==> src/hw/rtl/der_pkg.sv <==
// shared types and command codes for the disk elevator request sequencer
// no dependencies
`timescale 1ns / 1ps

package der_pkg;

    // one queued disk request
    typedef struct packed {
        logic [2:0]  unit;
        logic [9:0]  cyl;
        logic [4:0]  trk;
        logic [5:0]  sec;
        logic [15:0] bcount;
        logic        rd;
        logic [17:0] addr;
        logic [7:0]  tag;
    } t_req;

    // per-cell command codes
    typedef logic [2:0] t_cell_cmd;
    localparam t_cell_cmd CMD_HOLD      = 3'd0;
    localparam t_cell_cmd CMD_LOAD_NEW  = 3'd1;
    localparam t_cell_cmd CMD_FROM_PREV = 3'd2;
    localparam t_cell_cmd CMD_FROM_NEXT = 3'd3;
    localparam t_cell_cmd CMD_ADVANCE   = 3'd4;

    // result kinds
    localparam logic [2:0] KIND_REJECT   = 3'd0;
    localparam logic [2:0] KIND_ISSUE    = 3'd1;
    localparam logic [2:0] KIND_RECAL    = 3'd2;
    localparam logic [2:0] KIND_DONE_OK  = 3'd3;
    localparam logic [2:0] KIND_DONE_ERR = 3'd4;

    // opcodes
    localparam logic [1:0] OP_SUBMIT  = 2'd0;
    localparam logic [1:0] OP_DONE_OK = 2'd1;
    localparam logic [1:0] OP_DONE_ER = 2'd2;

    localparam int NUM_GEO = 8;

endpackage

==> src/hw/rtl/der_cell.sv <==
// one queue cell of the elevator chain: holds a request, shifts with neighbors
// depends on der_pkg
`timescale 1ns / 1ps

module der_cell #(
    parameter int SECTORS_PER_TRACK   = 32,
    parameter int TRACKS_PER_CYLINDER = 5
) (
    input  logic               i_clk,
    input  der_pkg::t_cell_cmd i_cmd,
    input  der_pkg::t_req      i_new,
    input  der_pkg::t_req      i_prev,
    input  der_pkg::t_req      i_next,
    input  logic [9:0]         i_key_cyl,
    output der_pkg::t_req      o_entry,
    output logic               o_match
);
    import der_pkg::*;

    t_req        r_entry;
    t_req        n_entry;
    logic [16:0] w_chunk;
    logic [5:0]  w_trk_inc;

    assign w_chunk   = (17'(SECTORS_PER_TRACK) - 17'(r_entry.sec)) << 9;
    assign w_trk_inc = {1'b0, r_entry.trk} + 6'd1;

    // new key fits between this cell and its successor
    assign o_match = ((r_entry.cyl <= i_key_cyl) && (i_key_cyl < i_next.cyl)) ||
                     ((r_entry.cyl >= i_key_cyl) && (i_key_cyl > i_next.cyl));

    always_comb begin
        n_entry = r_entry;
        unique case (i_cmd)
            CMD_LOAD_NEW:  n_entry = i_new;
            CMD_FROM_PREV: n_entry = i_prev;
            CMD_FROM_NEXT: n_entry = i_next;
            CMD_ADVANCE: begin
                n_entry.bcount = r_entry.bcount - w_chunk[15:0];
                n_entry.addr   = r_entry.addr + 18'(w_chunk);
                n_entry.sec    = '0;
                if (w_trk_inc >= 6'(TRACKS_PER_CYLINDER)) begin
                    n_entry.trk = '0;
                    n_entry.cyl = r_entry.cyl + 10'd1;
                end else begin
                    n_entry.trk = w_trk_inc[4:0];
                end
            end
            default: n_entry = r_entry;
        endcase
    end

    always_ff @(posedge i_clk) begin
        r_entry <= n_entry;
    end

    assign o_entry = r_entry;

endmodule

==> src/hw/rtl/disk_elevator_request_sequencer.sv <==
// disk request sequencer: block to cylinder/track/sector translation,
// elevator queue built as a chain of der_cell, one command per track
// depends on der_pkg and der_cell
//
//  channel | signals                               | direction
//  --------+---------------------------------------+-----------
//  in      | i_in_valid / o_in_ready + fields       | request in
//  out     | o_out_valid / i_out_ready + fields     | result out
//  cfg     | i_cfg_valid / o_cfg_ready, index, data | register write
//
// an accepted submit passes through translation states XL1, XL2 and XL3, the
// ordering scan walking up to QUEUE_DEPTH - 2 queue cells and the insert, then
// an issue when idle; a rejected submit goes from XL1 to REJ; translation uses
// 2 reciprocal multiplies; a completion goes through EVAL to RECAL, ISSUE or COMP
// results leave through one output register; a stalled output holds the
// sequencer, and the next request is taken while the last result waits
// reset clears control state and loads the default geometry; queue cells
// carry no reset, the fill count tracks what is valid
`timescale 1ns / 1ps

module disk_elevator_request_sequencer #(
    parameter int QUEUE_DEPTH         = 16,
    parameter int NUM_UNITS           = 3,
    parameter int SECTORS_PER_TRACK   = 32,
    parameter int TRACKS_PER_CYLINDER = 5,
    parameter int MAX_RETRIES         = 4
) (
    input  logic        i_clk,
    input  logic        i_rst_n,
    // request channel
    input  logic        i_in_valid,
    output logic        o_in_ready,
    input  logic [1:0]  i_opcode,
    input  logic [2:0]  i_unit,
    input  logic [2:0]  i_partition,
    input  logic [19:0] i_block,
    input  logic [15:0] i_byte_count,
    input  logic        i_is_read,
    input  logic [17:0] i_bus_address,
    input  logic [7:0]  i_tag,
    input  logic        i_recal_needed,
    input  logic [15:0] i_residual_words,
    // result channel
    output logic        o_out_valid,
    input  logic        i_out_ready,
    output logic [2:0]  o_kind,
    output logic [2:0]  o_out_unit,
    output logic [9:0]  o_cylinder,
    output logic [2:0]  o_track,
    output logic [4:0]  o_sector,
    output logic [14:0] o_word_count,
    output logic        o_out_is_read,
    output logic [17:0] o_out_bus_address,
    output logic [7:0]  o_out_tag,
    output logic [16:0] o_residual_bytes,
    output logic        o_last,
    // configuration channel
    input  logic        i_cfg_valid,
    output logic        o_cfg_ready,
    input  logic [3:0]  i_cfg_index,
    input  logic [29:0] i_cfg_data
);
    import der_pkg::*;

    localparam int LW  = $clog2(QUEUE_DEPTH + 1);
    localparam int IW  = $clog2(QUEUE_DEPTH);
    localparam int SW  = $clog2(SECTORS_PER_TRACK);
    localparam int TW  = $clog2(TRACKS_PER_CYLINDER);

    // rounded-up reciprocals, exact for any 20-bit dividend
    localparam logic [21:0] S_RECIP =
        22'(((1 << (20 + SW)) + SECTORS_PER_TRACK - 1) / SECTORS_PER_TRACK);
    localparam logic [21:0] T_RECIP =
        22'(((1 << (20 + TW)) + TRACKS_PER_CYLINDER - 1) / TRACKS_PER_CYLINDER);

    // sequencer states
    localparam logic [3:0] ST_IDLE   = 4'd0;
    localparam logic [3:0] ST_XL1    = 4'd1;
    localparam logic [3:0] ST_XL2    = 4'd2;
    localparam logic [3:0] ST_SCAN   = 4'd3;
    localparam logic [3:0] ST_INSERT = 4'd4;
    localparam logic [3:0] ST_REJ    = 4'd5;
    localparam logic [3:0] ST_ISSUE  = 4'd6;
    localparam logic [3:0] ST_EVAL   = 4'd7;
    localparam logic [3:0] ST_RECAL  = 4'd8;
    localparam logic [3:0] ST_COMP   = 4'd9;
    localparam logic [3:0] ST_XL3    = 4'd10;

    // control state
    logic [3:0]    r_state, n_state;
    logic [LW-1:0] r_len, n_len;
    logic          r_busy, n_busy;
    logic [2:0]    r_retry, n_retry;
    logic          r_split, n_split;   // request is being split over tracks
    logic [IW-1:0] r_idx, n_idx;
    logic [LW-1:0] r_pos, n_pos;
    logic [2:0]    r_ckind, n_ckind;
    logic [29:0]   r_geo [NUM_GEO];

    // latched request
    logic [1:0]  r_op;
    logic [2:0]  r_part;
    logic [19:0] r_blk;
    logic        r_recal;
    logic [15:0] r_resid;
    t_req        r_new;
    logic [19:0] r_tracks;
    logic [19:0] r_cylq;

    // output register
    logic        r_out_valid;
    logic [2:0]  r_kind;
    logic [2:0]  r_unit_o;
    logic [9:0]  r_cyl_o;
    logic [2:0]  r_trk_o;
    logic [4:0]  r_sec_o;
    logic [14:0] r_wc_o;
    logic        r_rd_o;
    logic [17:0] r_addr_o;
    logic [7:0]  r_tag_o;
    logic [16:0] r_res_o;
    logic        r_last_o;

    logic           w_in_acc;
    logic           w_can_put;
    logic           w_put;
    logic [2:0]     w_kind;
    t_req           w_src;
    logic [9:0]     w_cyl;
    logic [2:0]     w_trk;
    logic [4:0]     w_sec;
    logic [14:0]    w_wc;
    logic           w_rd;
    logic [17:0]    w_addr;
    logic [16:0]    w_res;
    logic           w_last;

    t_req           w_ent   [QUEUE_DEPTH];
    t_cell_cmd      w_cmd   [QUEUE_DEPTH];
    logic [QUEUE_DEPTH-1:0] w_match;
    logic           w_shift_in;
    logic           w_pop;
    logic           w_adv;

    t_req           w_head;
    logic [16:0]    w_chunk;
    logic           w_cross;
    logic [29:0]    w_geo_sel;
    logic           w_reject;
    logic [3:0]     w_retry_inc;
    logic           w_retry_ok;

    logic [41:0]    w_blk_prod;
    logic [41:0]    w_trk_prod;
    logic [19:0]    w_sec_rem;
    logic [19:0]    w_trk_rem;

    assign o_cfg_ready = 1'b1;
    assign o_in_ready  = (r_state == ST_IDLE);
    assign w_in_acc    = i_in_valid && o_in_ready;
    assign w_can_put   = !r_out_valid || i_out_ready;

    // queue chain
    for (genvar g = 0; g < QUEUE_DEPTH; g++) begin : g_cell
        t_req w_prev;
        t_req w_next;
        if (g == 0) begin : g_first
            assign w_prev = w_ent[0];
        end else begin : g_mid
            assign w_prev = w_ent[g-1];
        end
        if (g == QUEUE_DEPTH - 1) begin : g_tail
            assign w_next = w_ent[g];
        end else begin : g_body
            assign w_next = w_ent[g+1];
        end

        always_comb begin
            w_cmd[g] = CMD_HOLD;
            if (w_shift_in) begin
                if (LW'(g) == r_pos) begin
                    w_cmd[g] = CMD_LOAD_NEW;
                end else if (LW'(g) > r_pos) begin
                    w_cmd[g] = CMD_FROM_PREV;
                end
            end else if (w_pop) begin
                w_cmd[g] = CMD_FROM_NEXT;
            end else if (w_adv && g == 0) begin
                w_cmd[g] = CMD_ADVANCE;
            end
        end

        der_cell #(
            .SECTORS_PER_TRACK   (SECTORS_PER_TRACK),
            .TRACKS_PER_CYLINDER (TRACKS_PER_CYLINDER)
        ) u_cell (
            .i_clk     (i_clk),
            .i_cmd     (w_cmd[g]),
            .i_new     (r_new),
            .i_prev    (w_prev),
            .i_next    (w_next),
            .i_key_cyl (r_new.cyl),
            .o_entry   (w_ent[g]),
            .o_match   (w_match[g])
        );
    end

    // head request view
    assign w_head  = w_ent[0];
    assign w_chunk = (17'(SECTORS_PER_TRACK) - 17'(w_head.sec)) << 9;
    assign w_cross = ({2'b00, w_head.sec} + {1'b0, w_head.bcount[15:9]}) >=
                     8'(SECTORS_PER_TRACK);

    assign w_geo_sel   = r_geo[r_part];
    assign w_reject    = ({1'b0, r_new.unit} >= 4'(NUM_UNITS)) ||
                         (r_blk >= w_geo_sel[19:0]) ||
                         (r_len >= LW'(QUEUE_DEPTH));
    assign w_retry_inc = {1'b0, r_retry} + 4'd1;
    assign w_retry_ok  = (w_retry_inc <= 4'(MAX_RETRIES));

    // translation: block / sectors, then tracks / heads, by reciprocal multiply
    assign w_blk_prod = {22'd0, r_blk} * {20'd0, S_RECIP};
    assign w_sec_rem  = r_blk - r_tracks * 20'(SECTORS_PER_TRACK);
    assign w_trk_prod = {22'd0, r_tracks} * {20'd0, T_RECIP};
    assign w_trk_rem  = r_tracks - r_cylq * 20'(TRACKS_PER_CYLINDER);

    // sequencer
    always_comb begin
        n_state    = r_state;
        n_len      = r_len;
        n_busy     = r_busy;
        n_retry    = r_retry;
        n_split    = r_split;
        n_idx      = r_idx;
        n_pos      = r_pos;
        n_ckind    = r_ckind;
        w_shift_in = 1'b0;
        w_pop      = 1'b0;
        w_adv      = 1'b0;
        w_put      = 1'b0;
        w_kind     = KIND_REJECT;
        w_src      = w_head;
        w_cyl      = '0;
        w_trk      = '0;
        w_sec      = '0;
        w_wc       = '0;
        w_rd       = 1'b0;
        w_addr     = '0;
        w_res      = '0;
        w_last     = 1'b1;

        unique case (r_state)
            ST_IDLE: begin
                if (w_in_acc) begin
                    if (i_opcode == OP_SUBMIT) begin
                        n_state = ST_XL1;
                    end else if (i_opcode == OP_DONE_OK || i_opcode == OP_DONE_ER) begin
                        n_busy = 1'b0;
                        if (r_busy && r_len != '0) begin
                            n_state = ST_EVAL;
                        end
                    end
                end
            end
            ST_XL1: begin
                n_state = w_reject ? ST_REJ : ST_XL2;
            end
            ST_XL2: begin
                n_idx   = '0;
                n_state = ST_XL3;
            end
            ST_XL3: begin
                n_state = ST_SCAN;
            end
            ST_SCAN: begin
                // walk the chain until the new cylinder fits between two cells
                if (r_len == '0) begin
                    n_pos   = '0;
                    n_state = ST_INSERT;
                end else if ((LW'(r_idx) + LW'(1) < r_len) && !w_match[r_idx]) begin
                    n_idx = r_idx + IW'(1);
                end else begin
                    n_pos   = LW'(r_idx) + LW'(1);
                    n_state = ST_INSERT;
                end
            end
            ST_INSERT: begin
                w_shift_in = 1'b1;
                n_len      = r_len + LW'(1);
                n_state    = r_busy ? ST_IDLE : ST_ISSUE;
            end
            ST_REJ: begin
                if (w_can_put) begin
                    w_put   = 1'b1;
                    w_kind  = KIND_REJECT;
                    w_src   = r_new;
                    n_state = ST_IDLE;
                end
            end
            ST_ISSUE: begin
                if (w_can_put) begin
                    w_put  = 1'b1;
                    w_kind = KIND_ISSUE;
                    w_cyl  = w_head.cyl;
                    w_trk  = w_head.trk[2:0];
                    w_sec  = w_head.sec[4:0];
                    w_wc   = w_cross ? 15'(w_chunk >> 1) : w_head.bcount[15:1];
                    w_rd   = w_head.rd;
                    w_addr = w_head.addr;
                    if (w_cross) begin
                        n_split = 1'b1;
                    end
                    n_busy  = 1'b1;
                    n_state = ST_IDLE;
                end
            end
            ST_EVAL: begin
                if (r_op == OP_DONE_ER) begin
                    if (r_recal) begin
                        n_state = ST_RECAL;
                    end else if (w_retry_ok) begin
                        n_retry = w_retry_inc[2:0];
                        n_state = ST_ISSUE;
                    end else begin
                        n_ckind = KIND_DONE_ERR;
                        n_state = ST_COMP;
                    end
                end else if (r_split && ({1'b0, w_head.bcount} > w_chunk)) begin
                    // next track of a split transfer
                    w_adv   = 1'b1;
                    n_state = ST_ISSUE;
                end else begin
                    n_ckind = KIND_DONE_OK;
                    n_state = ST_COMP;
                end
            end
            ST_RECAL: begin
                if (w_can_put) begin
                    w_put  = 1'b1;
                    w_kind = KIND_RECAL;
                    w_last = 1'b0;
                    if (w_retry_ok) begin
                        n_retry = w_retry_inc[2:0];
                        n_state = ST_ISSUE;
                    end else begin
                        n_ckind = KIND_DONE_ERR;
                        n_state = ST_COMP;
                    end
                end
            end
            ST_COMP: begin
                if (w_can_put) begin
                    w_put   = 1'b1;
                    w_kind  = r_ckind;
                    w_rd    = w_head.rd;
                    w_res   = {r_resid, 1'b0};
                    w_last  = (r_len == LW'(1));
                    w_pop   = 1'b1;
                    n_len   = r_len - LW'(1);
                    n_retry = '0;
                    n_split = 1'b0;
                    n_state = (r_len > LW'(1)) ? ST_ISSUE : ST_IDLE;
                end
            end
            default: n_state = ST_IDLE;
        endcase
    end

    always_ff @(posedge i_clk) begin
        if (!i_rst_n) begin
            r_state     <= ST_IDLE;
            r_len       <= '0;
            r_busy      <= 1'b0;
            r_retry     <= '0;
            r_split     <= 1'b0;
            r_idx       <= '0;
            r_pos       <= '0;
            r_ckind     <= KIND_DONE_OK;
            r_out_valid <= 1'b0;
            r_geo[0]    <= 30'd15884;
            r_geo[1]    <= 30'd104891040;
            r_geo[2]    <= 30'd268443936;
            r_geo[3]    <= '0;
            r_geo[4]    <= '0;
            r_geo[5]    <= '0;
            r_geo[6]    <= '0;
            r_geo[7]    <= 30'd324092224;
        end else begin
            r_state <= n_state;
            r_len   <= n_len;
            r_busy  <= n_busy;
            r_retry <= n_retry;
            r_split <= n_split;
            r_idx   <= n_idx;
            r_pos   <= n_pos;
            r_ckind <= n_ckind;
            if (w_put) begin
                r_out_valid <= 1'b1;
            end else if (i_out_ready) begin
                r_out_valid <= 1'b0;
            end
            if (i_cfg_valid && o_cfg_ready && i_cfg_index < 4'(NUM_GEO)) begin
                r_geo[i_cfg_index[2:0]] <= i_cfg_data;
            end
        end
    end

    // request latch and translation
    always_ff @(posedge i_clk) begin
        if (w_in_acc) begin
            r_op         <= i_opcode;
            r_part       <= i_partition;
            r_blk        <= i_block;
            r_recal      <= i_recal_needed;
            r_resid      <= i_residual_words;
            r_new.unit   <= i_unit;
            r_new.bcount <= i_byte_count;
            r_new.rd     <= i_is_read;
            r_new.addr   <= i_bus_address;
            r_new.tag    <= i_tag;
        end
        if (r_state == ST_XL1) begin
            r_tracks <= 20'(w_blk_prod >> (20 + SW));
        end
        if (r_state == ST_XL2) begin
            r_new.sec <= w_sec_rem[5:0];
            r_cylq    <= 20'(w_trk_prod >> (20 + TW));
        end
        if (r_state == ST_XL3) begin
            r_new.trk <= w_trk_rem[4:0];
            r_new.cyl <= w_geo_sel[29:20] + r_cylq[9:0];
        end
        if (w_put) begin
            r_kind   <= w_kind;
            r_unit_o <= w_src.unit;
            r_tag_o  <= w_src.tag;
            r_cyl_o  <= w_cyl;
            r_trk_o  <= w_trk;
            r_sec_o  <= w_sec;
            r_wc_o   <= w_wc;
            r_rd_o   <= w_rd;
            r_addr_o <= w_addr;
            r_res_o  <= w_res;
            r_last_o <= w_last;
        end
    end

    assign o_out_valid       = r_out_valid;
    assign o_kind            = r_kind;
    assign o_out_unit        = r_unit_o;
    assign o_cylinder        = r_cyl_o;
    assign o_track           = r_trk_o;
    assign o_sector          = r_sec_o;
    assign o_word_count      = r_wc_o;
    assign o_out_is_read     = r_rd_o;
    assign o_out_bus_address = r_addr_o;
    assign o_out_tag         = r_tag_o;
    assign o_residual_bytes  = r_res_o;
    assign o_last            = r_last_o;

`ifndef NO_ASSERTIONS
    a_len_bound: assert property (@(posedge i_clk) disable iff (!i_rst_n)
        r_len <= LW'(QUEUE_DEPTH))
        else $error("queue fill count past depth");

    a_busy_has_head: assert property (@(posedge i_clk) disable iff (!i_rst_n)
        r_busy |-> (r_len != '0))
        else $error("busy with an empty queue");

    a_retry_bound: assert property (@(posedge i_clk) disable iff (!i_rst_n)
        r_retry <= 3'(MAX_RETRIES))
        else $error("retry count past limit");

    a_comp_clears: assert property (@(posedge i_clk) disable iff (!i_rst_n)
        (r_state == ST_COMP && w_can_put) |=> (r_retry == '0 && !r_split))
        else $error("completion left retry or split state");
`endif

endmodule
==> config.mk <==
export PLATFORM = sky130hd
export DESIGN_NAME = disk_elevator_request_sequencer
export DESIGN_NICKNAME = d
export VERILOG_FILES = /design/src/hw/rtl/der_pkg.sv /design/src/hw/rtl/der_cell.sv /design/src/hw/rtl/disk_elevator_request_sequencer.sv
export SDC_FILE = /design/constraint.sdc
export NUM_CORES = 2
export LEC_CHECK = 0
export BUFFER_PORTS_ARGS = -buffer_cell sky130_fd_sc_hd__buf_2
export CORE_MARGIN = 1.5
export CORE_UTILIZATION = 35
export CTS_CLUSTER_SIZE = 20
export DETAILED_ROUTE_END_ITERATION = 16
export GPL_TIMING_DRIVEN = 1
export PLACE_DENSITY = 0.48
export SLEW_MARGIN = 20
export SYNTH_ARGS = -nofsm -noshare
export SYNTH_HDL_FRONTEND = slang
export SYNTH_SLANG_ARGS = --single-unit
==> constraint.sdc <==
create_clock -name i_clk -period 6.45 [get_ports i_clk]
set_input_delay 0.645 -clock i_clk [delete_from_list [all_inputs] [get_ports i_clk]]
set_output_delay 0.645 -clock i_clk [all_outputs]
set_load 0.05 [all_outputs]
==> impl_metrics.ini <==
[status]
status = finished, final reports clean

[placement]
hpwl_um = 160000
pre_cts_slack_ps = 285
gp_congestion = 0.814
port_buffers = 211

[floorplanning]
core_um2 = 225000
ios = 214
die_y_um = 478
die_w_um = 478
die_area_um2 = 229000
initial_utilization_pct = 35.2
rows = 174

[drt]
drtPass1Iterations = 6
drc_errors = 0
drt-total-wl_um = 266000
wire_per_inst_um = 26.2
antenna_left = 0
dr_total_vias = 55932
viasPerCell = 5.50
drtIter0Drc = 5928

[min_path]
holdCritPathClass = primary input to flip-flop
whs_path_depth = 1
min-delay-start = i_byte_count[9]
whs_endpoint = r_new[36]$_DFFE_PP_

[setup_path]
rr_worst_depth = 20
cp_max_fo = 4
crit_type = flip-flop to flip-flop
required_ps = 7020
end_kind = flip-flop
worst-r2r-setup-slack_ps = 390
arrival_ps = 6630
worstReg2RegStart = r_tracks[4]$_DFFE_PN_
r2r_end = r_cylq[3]$_DFFE_PP_
start_kind = flip-flop

[sta]
tns_ps = 0
tightest_slew_ps = 1210
max_freq_mhz = 165
hold_viol_final = 0
rsz0062_at_grt = no
min_period_ps = 6060
fin_crit_sh_pct = 94.0
setup_viol = 0
slew_violations = 0
maxSlewHeadroom_pct = 19.4
skew_ps = 50.2
setup_ws_ps = 388

[power]
p_leak_nw = 34.9
power.density_nw_per_um2 = 522
vdd_drop_max_mv = 0.559

[global_route]
globalRoute.totalOverflow = 0
grt_pass1_vias = 54913
grt_start_max_net_pins = 198
grt_usage_pct = 22.8
grt_first_pass_wirelength_um = 387000
antenna_found_initial = 21

[final_layout]
area_growth_pct = 14.1
layout_commonest_cell = nand2_1
nFillCells = 21492
layout_common_cells = nand2_1, edfxtp_1, a22oi_1
drive_above_1_share_pct = 11.5
nNetsFinal = 7551

[yosys]
synth_area_leader_cell = edfxtp_1
synth_nets = 7416
syn_area_um2 = 79100
synth-seq-area-share_pct = 58.8
synth_area_leaders = edfxtp_1, a22oi_1, nand2_1
synth_edf_count = 1529
ys_ff_latch = 1559
synthCells = 6876
yosysTopAreaCellShare_pct = 58.1
synth_area_per_cell_um2 = 11.5
synth-main-ff-cell = edfxtp_1
async_reset_ff_share_pct = 0
ys.warnings.count = 0
yosysUniqueCellTypes = 72

[cts]
clockBufferDepth = 3
clkSinkCount = 1559
cts.clk_slew.worst_paths_ps = 60
tritoncts = built
post_cts_buffers = 0
cts-htree-levels = 4
clk_latency_ps = 850
cts_inserted_buffers = 182
cts_root_buf = clkbuf_16

[job]
drv_cap = 0
-- cell families (layout without fill, tap and decap cells) --
kind of cell | after synthesis | count (layout) | synth area share, %
muxes | 196 | 196 | 3.56
xor gates and xnor gates | 66 | 66 | 0.731
other | 2 | 10 | 0.00950
AOI/OAI and AO/OA | 1405 | 1405 | 12.6
adders and majority gates | 413 | 413 | 7.25
and+or+nand+nor | 2467 | 2467 | 13.4
buffers and inverters | 768 | 1055 | 3.67
DFF | 1559 | 1559 | 58.8
-- through the flow --
step                cells  hold WS (ps)  utilization, %  total power, mW  instance area, um^2
CTS                 10154          11.7            40.1             47.4                90200
global placement     9732           438            37.2             37.0                83600
global route        10158          31.8            40.1             50.4                90200
detailed placement   9732           448            37.2             37.2                83600
floorplan            6876           426               -             30.1                79100
finish              10163          61.5            40.2             47.1                90200
-- how the worst max path moves through the flow --
| stage | from | endpoint | slack, ps | cells after the start |
|---|---|---|---|---|
| CTS | r_tracks[13]$_DFFE_PN_ | r_cylq[9]$_DFFE_PP_ | 230 | 21 |
| global route | r_tracks[13]$_DFFE_PN_ | r_cylq[9]$_DFFE_PP_ | 40 | 21 |
| global placement | r_tracks[13]$_DFFE_PN_ | r_cylq[9]$_DFFE_PP_ | 330 | 21 |
| floorplan | r_state[2]$_SDFFE_PN0P_ | g_cell[14].u_cell.o_entry[0]$_DFFE_PP_ | 240 | 3 |
| finish | r_tracks[4]$_DFFE_PN_ | r_cylq[3]$_DFFE_PP_ | 390 | 20 |
| detailed placement | r_tracks[13]$_DFFE_PN_ | r_cylq[9]$_DFFE_PP_ | 280 | 21 |
-- routing by layer --
layer,vias up,routed length [um],track usage (%)
met1,28106,121000,32.6
li1,25401,-,-
met5,-,342,0
met4,18,6450,5.83
met2,2055,121000,36.0
met3,352,17300,3.38
-- layout make-up --
cell class                      instances  area (um^2)  area share, %
Sequential cell                      1559        46500           51.6
Multi-Input combinational cell       4549        30100           33.4
Clock buffer                          241         4830           5.35
Tap cell                             2992         3740           4.15
Timing Repair Buffer                  433         3050           3.39
Inverter                              286         1110           1.23
Clock inverter                         95          850          0.942
Antenna cell                            8         20.0         0.0222
-- registers in the layout (all words and copies together) (netlist names), 2 cells and up, named ones only --
register	cells
o_residual_bytes	16
r_pos	5
r_retry	3
o_out_bus_address	18
r_part	3
r_cylq	10
r_len	5
r_op	2
o_out_unit	3
r_state	4
r_ckind	3
r_resid	16
o_word_count	15
r_blk	20
r_new	67
o_cylinder	10
o_out_tag	8
o_sector	5
r_tracks	15
o_kind	3
g_cell.u_cell.o_entry	1072
r_geo	240
r_idx	4
o_track	3
-- cells in the mapped netlist (8+ instances only) --
library cell / number
nand2_1: 1790
edfxtp_1: 1529
a22oi_1: 902
clkbuf_1: 420
ha_1: 338
inv_1: 283
and2_1: 251
o21ai_0: 210
nor2_1: 139
a21oi_1: 94
mux2_2: 81
fa_1: 75
nand3_1: 65
mux4_2: 60
mux2i_1: 55
buf_1: 48
xnor2_1: 44
nand2b_1: 42
and3_1: 39
a21o_1: 32
a31oi_1: 31
dfxtp_1: 30
nand4_1: 30
nor2b_1: 28
a221o_1: 23
xor2_1: 22
nor3_1: 21
or3_1: 17
a211oi_1: 16
and4_1: 13
buf_2: 12
a21boi_0: 11
a221oi_1: 8
o21bai_1: 8
-- what timing repair did --
item,in CTS,in global routing
resized for setup,0,2
hold buffers,86,0
hold endpoints to repair,89,0
setup endpoints to repair,0,1
-- report_power, final --
group	leakage (nW)	switching, mW	internal, mW
clock network	2.74	4.47	5.51
logic	17.7	12.8	6.98
registers	14.4	1.95	15.4
-- critical path, cell delays in order, from the launching register on --
cell and delay, ps:
edfxtp_1 410, inv_1 100, ha_1 340, fa_1 470, fa_1 610, fa_1 580, inv_1 50, fa_1 560
fa_1 420, ha_1 320, a21o_1 160, a21o_1 180, a221oi_1 330, a31oi_2 180, o311ai_1 260, buf_4 170
nor2b_1 190, nor2b_1 80, o21a_1 180, nor2_1 110, xnor2_1 80
No activity file was read; power rests on OpenSTA's default activity.
